<file path="config.mk">
export PLATFORM = sky130hd
export DESIGN_NAME = ffha_ctrl
export DESIGN_NICKNAME = d
export VERILOG_FILES = /design/src/hw/rtl/ffha_pkg.sv /design/src/hw/rtl/ffha_ctrl.sv
export SDC_FILE = /design/constraint.sdc
export NUM_CORES = 1
export LEC_CHECK = 0
export BUFFER_PORTS_ARGS = -buffer_cell sky130_fd_sc_hd__buf_2
export CAP_MARGIN = 25
export CORE_MARGIN = 2
export CORE_UTILIZATION = 45
export DETAILED_ROUTE_END_ITERATION = 8
export PLACE_DENSITY = 0.71
export SLEW_MARGIN = 20
export SYNTH_ARGS = -nofsm -noshare
export SYNTH_HDL_FRONTEND = slang
export SYNTH_SLANG_ARGS = --single-unit
</file>
<file path="constraint.sdc">
create_clock -name clk -period 1.75 [get_ports clk]
set_clock_uncertainty 0.1 [all_clocks]
set_input_delay 0.2625 -clock clk [delete_from_list [all_inputs] [get_ports clk]]
set_output_delay 0.2625 -clock clk [all_outputs]
set_load 0.02 [all_outputs]
</file>
<file path="src/hw/rtl/ffha_pkg.sv">
// types and constants of the first-fit heap allocator
package ffha_pkg;

  localparam int IN_W   = 32;
  localparam int OUT_W  = 16;
  localparam int BYTES_W = 16;
  localparam int ADDR_W = 12;

  localparam logic CMD_ALLOC = 1'b0;
  localparam logic CMD_FREE  = 1'b1;

  typedef enum logic [4:0] {
    S_IDLE,
    S_DISP,
    S_A_INIT,
    S_A_RD,
    S_A_EVAL,
    S_A_TAKE,
    S_A_SPLIT1,
    S_A_SPLIT2,
    S_F_CHK,
    S_F_PV,
    S_F_PVE,
    S_F_MERGE,
    S_F_PUSH1,
    S_F_PUSH2,
    S_F_QRD,
    S_F_QRD2,
    S_F_QE,
    S_DONE
  } state_t;

  typedef enum logic [4:0] {
    OP_NOP,
    OP_LOAD,
    OP_FAIL,
    OP_A_INIT,
    OP_A_RD,
    OP_A_NEXT,
    OP_A_TAKE,
    OP_A_SPLIT1,
    OP_A_SPLIT2,
    OP_F_RD,
    OP_F_PV,
    OP_F_MERGE,
    OP_F_PUSH1,
    OP_F_PUSH2,
    OP_F_QRD,
    OP_F_QRD2,
    OP_F_QMERGE,
    OP_F_END,
    OP_EMIT
  } dp_op_t;

  typedef struct packed {
    logic cmd_free;
    logic zero_req;
    logic bad_addr;
    logic n_none;
    logic steps_done;
    logic lt_need;
    logic lt_split;
    logic pv_free;
    logic q_free;
    logic out_full;
  } stat_t;

endpackage

</file>
<file path="src/hw/rtl/ffha_ctrl.sv">
// sequencer of the allocator: walks alloc and free through micro-operations
module ffha_ctrl (
  input  logic             clk,
  input  logic             rst_n,
  input  logic             in_tvalid,
  output logic             in_tready,
  input  ffha_pkg::stat_t  stat,
  output ffha_pkg::dp_op_t op
);

  ffha_pkg::state_t state_r, state_nxt;

  always_ff @(posedge clk) begin
    if (!rst_n) begin
      state_r <= ffha_pkg::S_IDLE;
    end else begin
      state_r <= state_nxt;
    end
  end

  always_comb begin
    state_nxt = state_r;
    unique case (state_r)
      ffha_pkg::S_IDLE: begin
        if (in_tvalid) state_nxt = ffha_pkg::S_DISP;
      end
      ffha_pkg::S_DISP: begin
        state_nxt = stat.cmd_free ? ffha_pkg::S_F_CHK : ffha_pkg::S_A_INIT;
      end
      ffha_pkg::S_A_INIT: begin
        state_nxt = stat.zero_req ? ffha_pkg::S_DONE : ffha_pkg::S_A_RD;
      end
      ffha_pkg::S_A_RD: begin
        state_nxt = (stat.n_none || stat.steps_done) ? ffha_pkg::S_DONE : ffha_pkg::S_A_EVAL;
      end
      ffha_pkg::S_A_EVAL: begin
        if (stat.lt_need) state_nxt = ffha_pkg::S_A_RD;
        else if (stat.lt_split) state_nxt = ffha_pkg::S_A_TAKE;
        else state_nxt = ffha_pkg::S_A_SPLIT1;
      end
      ffha_pkg::S_A_TAKE:   state_nxt = ffha_pkg::S_DONE;
      ffha_pkg::S_A_SPLIT1: state_nxt = ffha_pkg::S_A_SPLIT2;
      ffha_pkg::S_A_SPLIT2: state_nxt = ffha_pkg::S_DONE;
      ffha_pkg::S_F_CHK: begin
        state_nxt = stat.bad_addr ? ffha_pkg::S_DONE : ffha_pkg::S_F_PV;
      end
      ffha_pkg::S_F_PV: state_nxt = ffha_pkg::S_F_PVE;
      ffha_pkg::S_F_PVE: begin
        state_nxt = stat.pv_free ? ffha_pkg::S_F_MERGE : ffha_pkg::S_F_PUSH1;
      end
      ffha_pkg::S_F_MERGE: state_nxt = ffha_pkg::S_F_QRD;
      ffha_pkg::S_F_PUSH1: state_nxt = ffha_pkg::S_F_PUSH2;
      ffha_pkg::S_F_PUSH2: state_nxt = ffha_pkg::S_F_QRD;
      ffha_pkg::S_F_QRD:   state_nxt = ffha_pkg::S_F_QRD2;
      ffha_pkg::S_F_QRD2:  state_nxt = ffha_pkg::S_F_QE;
      ffha_pkg::S_F_QE:    state_nxt = ffha_pkg::S_DONE;
      ffha_pkg::S_DONE: begin
        if (!stat.out_full) state_nxt = ffha_pkg::S_IDLE;
      end
      default: state_nxt = ffha_pkg::S_IDLE;
    endcase
  end

  always_comb begin
    op        = ffha_pkg::OP_NOP;
    in_tready = 1'b0;
    unique case (state_r)
      ffha_pkg::S_IDLE: begin
        in_tready = 1'b1;
        if (in_tvalid) op = ffha_pkg::OP_LOAD;
      end
      ffha_pkg::S_DISP: op = ffha_pkg::OP_NOP;
      ffha_pkg::S_A_INIT: begin
        op = stat.zero_req ? ffha_pkg::OP_FAIL : ffha_pkg::OP_A_INIT;
      end
      ffha_pkg::S_A_RD: begin
        op = (stat.n_none || stat.steps_done) ? ffha_pkg::OP_FAIL : ffha_pkg::OP_A_RD;
      end
      ffha_pkg::S_A_EVAL: begin
        op = stat.lt_need ? ffha_pkg::OP_A_NEXT : ffha_pkg::OP_NOP;
      end
      ffha_pkg::S_A_TAKE:   op = ffha_pkg::OP_A_TAKE;
      ffha_pkg::S_A_SPLIT1: op = ffha_pkg::OP_A_SPLIT1;
      ffha_pkg::S_A_SPLIT2: op = ffha_pkg::OP_A_SPLIT2;
      ffha_pkg::S_F_CHK: begin
        op = stat.bad_addr ? ffha_pkg::OP_FAIL : ffha_pkg::OP_F_RD;
      end
      ffha_pkg::S_F_PV:    op = ffha_pkg::OP_F_PV;
      ffha_pkg::S_F_PVE:   op = ffha_pkg::OP_NOP;
      ffha_pkg::S_F_MERGE: op = ffha_pkg::OP_F_MERGE;
      ffha_pkg::S_F_PUSH1: op = ffha_pkg::OP_F_PUSH1;
      ffha_pkg::S_F_PUSH2: op = ffha_pkg::OP_F_PUSH2;
      ffha_pkg::S_F_QRD:   op = ffha_pkg::OP_F_QRD;
      ffha_pkg::S_F_QRD2:  op = ffha_pkg::OP_F_QRD2;
      ffha_pkg::S_F_QE: begin
        op = stat.q_free ? ffha_pkg::OP_F_QMERGE : ffha_pkg::OP_F_END;
      end
      ffha_pkg::S_DONE: begin
        if (!stat.out_full) op = ffha_pkg::OP_EMIT;
      end
      default: op = ffha_pkg::OP_NOP;
    endcase
  end

endmodule

</file>
Yosys cells after proc, flatten, opt, wreduce, memory -nomap -nowiden:

Cells that the tools add are included.

* eq/ne operators: 19
* muxes and demuxes: 19
* reductions and logical operators: 5

Operators with widths (number)
* $pmux W5 S16: 1
* $pmux W5 S15: 1
* $eq A5 B4 Y1 const B: 8
* $mux W5: 6
* $eq A5 B3 Y1 const B: 4
* $mux W3: 4
* $eq A5 B2 Y1 const B: 2
* $eq A5 B5 Y1 const B: 2
* $mux W4: 2
* $eq A5 B1 Y1 const B: 1
* $logic_not A5 Y1: 1
* $mux W1: 4
* $ne A2 B2 Y1 const B: 2
* $reduce_or A3 Y1: 1
* $mux W2: 1
* $reduce_and A2 Y1: 1
* $reduce_or A2 Y1: 1
* $logic_or A1 B1 Y1: 1

* register bits after elaboration: 5
* bits of input ports: 13
* output and inout port bits: 6
* word-level logic and storage cells: 44

Depth between registers and ports, before layout:

* word-level depth: 3
* depth in mapped cells: 6

Least setup slack after synthesis:

Ideal clock, no wire load.

* path kind: register to output
* start: register state_r[1]
* end: output op[0]
* arrival time: 1297 ps
* required time: 1387 ps
* path slack: 91 ps
* cell stages (with the launch flop): 5
* cells stage by stage: dfxtp_1 -> clkbuf_4 -> or4_1 -> a21oi_1 -> a311o_1

* longest elaborated chain between the ends: 2
* elaborated cells on any way between the ends: 17
* those cells by class: 15 x eq/ne; 1 x mux; 1 x reduce/logical

RTL lines
* from (decl): line ffha_ctrl.sv:11 `ffha_pkg::state_t state_r, state_nxt;`
* from (signal assigned): line ffha_ctrl.sv:15 `state_r <= ffha_pkg::S_IDLE;`
* from (signal assigned): line ffha_ctrl.sv:17 `state_r <= state_nxt;`
* $eq A5 B5 Y1, or another cell as far along: line ffha_ctrl.sv:67 `unique case (state_r)`
* $pmux W5 S16 (*): line ffha_ctrl.sv:67
* to (decl): line ffha_ctrl.sv:8 `output ffha_pkg::dp_op_t op`

Every way passes the cells marked *; elsewhere a longest branch is shown, timed or not.

Final worst setup path:

* start: register state_r[3]
* end: output op[1]

Same word-level chain as after synthesis.

==> flow_metrics.py <==
metrics = {
    "setup_path": {
        "reg2reg_from": "state_r[3]",
        "r2r_setup_slack_ps": 140,
        "r2r_cells": 5,
        "critPathCaptureType": "output port",
        "critical_path_required_ps": 1390,
        "critPathArrivalTime_ps": 1570,
        "rr_endpoint": "state_r[1]",
        "crit_type": "reg -> out",
        "worst_setup_path_start_kind": "flip-flop",
        "crit_fanout": 7,
    },
    "floorplanning": {
        "initial_core_util_pct": 49.7,
        "die_x_um": 42.6,
        "die_height_um": 42.6,
        "rows": 13,
        "die-area_um2": 1820,
        "num_io_pins": 19,
        "core_um2": 1350,
    },
    "clock_tree": {
        "clk-insertion-delay-late_ps": 260,
        "clk_transition_reported_paths_ps": 60,
        "cts_root_buf": "clkbuf_4",
        "clkSinkCount": 5,
        "clockBufferDepth": 2,
        "postCtsHoldBufs": 0,
        "cts_made_buffers": 3,
        "h-tree-depth": 1,
        "cts_tree": "built",
    },
    "detailed_routing": {
        "via_per_inst": 6.24,
        "totalWireLength_mm": 2.35,
        "drtPass1Iterations": 4,
        "drc": 0,
        "final_antenna_net_count": 0,
        "vias": 868,
        "dr.first_iter.drc_count": 23,
        "wl_per_cell_um": 16.9,
    },
    "timing": {
        "setup_slack_ps": -185,
        "worst_slew_pin_slew_ps": 471,
        "max_slew_margin_pct": 67.8,
        "min_period_ps": 1930,
        "finalCritPeriodShare_pct": 111,
        "hold_viol": 0,
        "rsz0062_at_grt": "true",
        "maxSlewViolCount": 0,
        "fmax_mhz": 517,
        "setup_viol": 3,
    },
    "final_layout": {
        "layoutNonFillerInstCount": 139,
        "diodes": 0,
        "layout_common_cells": "22 x buf_4, 15 x buf_2, 6 x nor2_1",
        "multi_input_area_um2": 549,
        "top_regs": "state_r: 5 flops",
        "stdcell_area_um2": 1010,
        "syn2layout_area_growth_pct": 50.0,
        "largest_reg_flops": 5,
        "utilization_pct": 74.5,
        "top_register": "state_r",
        "layout-drive-gt1-share_pct": 54.8,
        "nFillCells": 102,
        "fin_nets": 138,
        "regArea_um2": 111,
        "final_common_cell": "buf_4",
    },
    "logic_synthesis": {
        "synth_top_cell_area_share_pct": 14.9,
        "syn_nets": 99,
        "synth_area_leaders": "dfxtp_1 15%, o31a_1 5.2%, buf_6 5.0%",
        "synth_area_um2": 671,
        "yosysTopAreaCell": "dfxtp_1",
        "syn_area_per_cell_um2": 7.80,
        "netlist-cell-type-count": 47,
        "async_flop_share_pct": 0,
        "ys_seq_elements": 5,
        "synth_ff_type": "dfxtp_1",
        "synth_edf_count": 0,
        "yosys_warnings": 0,
        "synthesis.instances": 86,
        "ys_seq_area_share_pct": 14.9,
    },
    "pwr": {
        "clock_power_share_pct": 14.0,
        "internal_power_uw": 570,
        "switching_share_pct": 44.3,
        "seq_power_share_pct": 18.1,
        "p_leak_nw": 0.439,
        "power_density_nw_per_um2": 1020,
        "ir_drop_mv": 0.613,
        "combPwrFrac_pct": 68.0,
        "switching_power_uw": 453,
    },
    "placed_design": {
        "dpl-instance-area_um2": 876,
        "dp_slack_ps": -21.0,
        "placed_cells": 133,
        "io_buffer_count": 18,
        "post-dp-hpwl_mm": 1.65,
        "gp_congestion": 0.955,
    },
    "hold_path": {
        "min_to": "state_r[3]",
        "hold_depth": 2,
        "worstHoldStart": "rst_n",
        "hold_path.class": "in -> reg",
    },
    "outcome": {
        "status": "finished, violations left",
        "violations": "negative setup slack",
    },
    "global_route": {
        "antenna_found_initial": 0,
        "grt_max_degree": 14,
        "grt_use_total_pct": 25.2,
        "grt_pass1_wl_mm": 3.44,
        "grt_pass1_vias": 839,
        "gr-total-overflow": 0,
    },
    "flow_run": {
        "maxCapViolCount": 0,
    },
}
[power groups by stage]
| stage | combinational (mW) | sequential, mW | clock, mW |
|---|---|---|---|
| finish | 0.696 | 0.185 | 0.143 |
| CTS | 0.611 | 0.175 | 0.138 |
| detailed placement | 0.577 | 0.174 | 0 |
| floorplan | 0.401 | 0.152 | 0 |
| global placement | 0.567 | 0.172 | 0 |
| global route | 0.746 | 0.188 | 0.155 |
[metal layers]
metal,vias to the layer above,global-route usage [%],routed length (um)
met3,19,3.45,153
met2,47,42.2,1110
li1,405,-,-
met4,0,23.8,178
met1,397,26.4,904
met5,-,0,0
[cells in the mapped netlist (2+ instances only)]
master	instances
nand3_1	3
o21a_1	3
nor3_1	2
dfxtp_1	5
a2111oi_0	2
nand2b_1	3
o31a_1	4
inv_1	4
nor2_1	6
or3_1	2
buf_4	2
a21oi_1	4
buf_6	3
nand2_1	3
o21ai_1	2
o21ai_2	2
o21ai_0	3
nor2b_1	3
o31ai_1	2
[how the worst max path moves through the flow]
stage                           from  endpoint  slack (ps)  depth (start not counted)
final                     state_r[3]     op[1]        -180                          5
after global routing      state_r[3]     op[1]        -250                          5
after CTS                 state_r[2]     op[0]        -140                          4
after detailed placement  state_r[2]     op[0]         -20                          5
after global placement    state_r[0]     op[0]           4                          5
after floorplan           state_r[1]     op[0]          90                          4
[cell type report]
cell class              count  area share [%]
flip-flops and latches      5            11.1
repair buffers             41            28.4
inverters                   4            1.49
clock buffers               4            2.61
multi-input cells          70            54.6
well taps                  15            1.87
[metrics by stage]
step / hold WS [ps] / power, mW / setup TNS [ps]
after floorplan: 280 / 0.552 / 0
after global placement: 452 / 0.739 / 0
after detailed placement: 447 / 0.751 / -37.8
after CTS: 185 / 0.924 / -418
after global routing: 181 / 1.09 / -665
final: 188 / 1.02 / -433
[timing repair]
action                                  4_1_cts  5_1_grt
endpoints found under the setup margin        4        5
resized for setup                            10       15
buffers inserted                              1        1
pin swaps                                     6        2
[logic make-up after synthesis]
group | count (synthesis) | share of synthesized area (%)
XOR/XNOR | 1 | 1.31
AO/OA/AOI/OAI | 33 | 38.6
flip-flops | 5 | 14.9
buffers and inverters | 11 | 11.4
AND/OR/NAND/NOR | 35 | 32.3
multiplexers | 1 | 1.49
[critical path, stage by stage, from the launching register on]
cell and delay [ps]:
dfxtp_2 400, buf_4 160, nand2b_1 120, o41ai_4 350, or3_1 170, buf_6 110
Note: power is estimated with default switching activity, not from simulation.
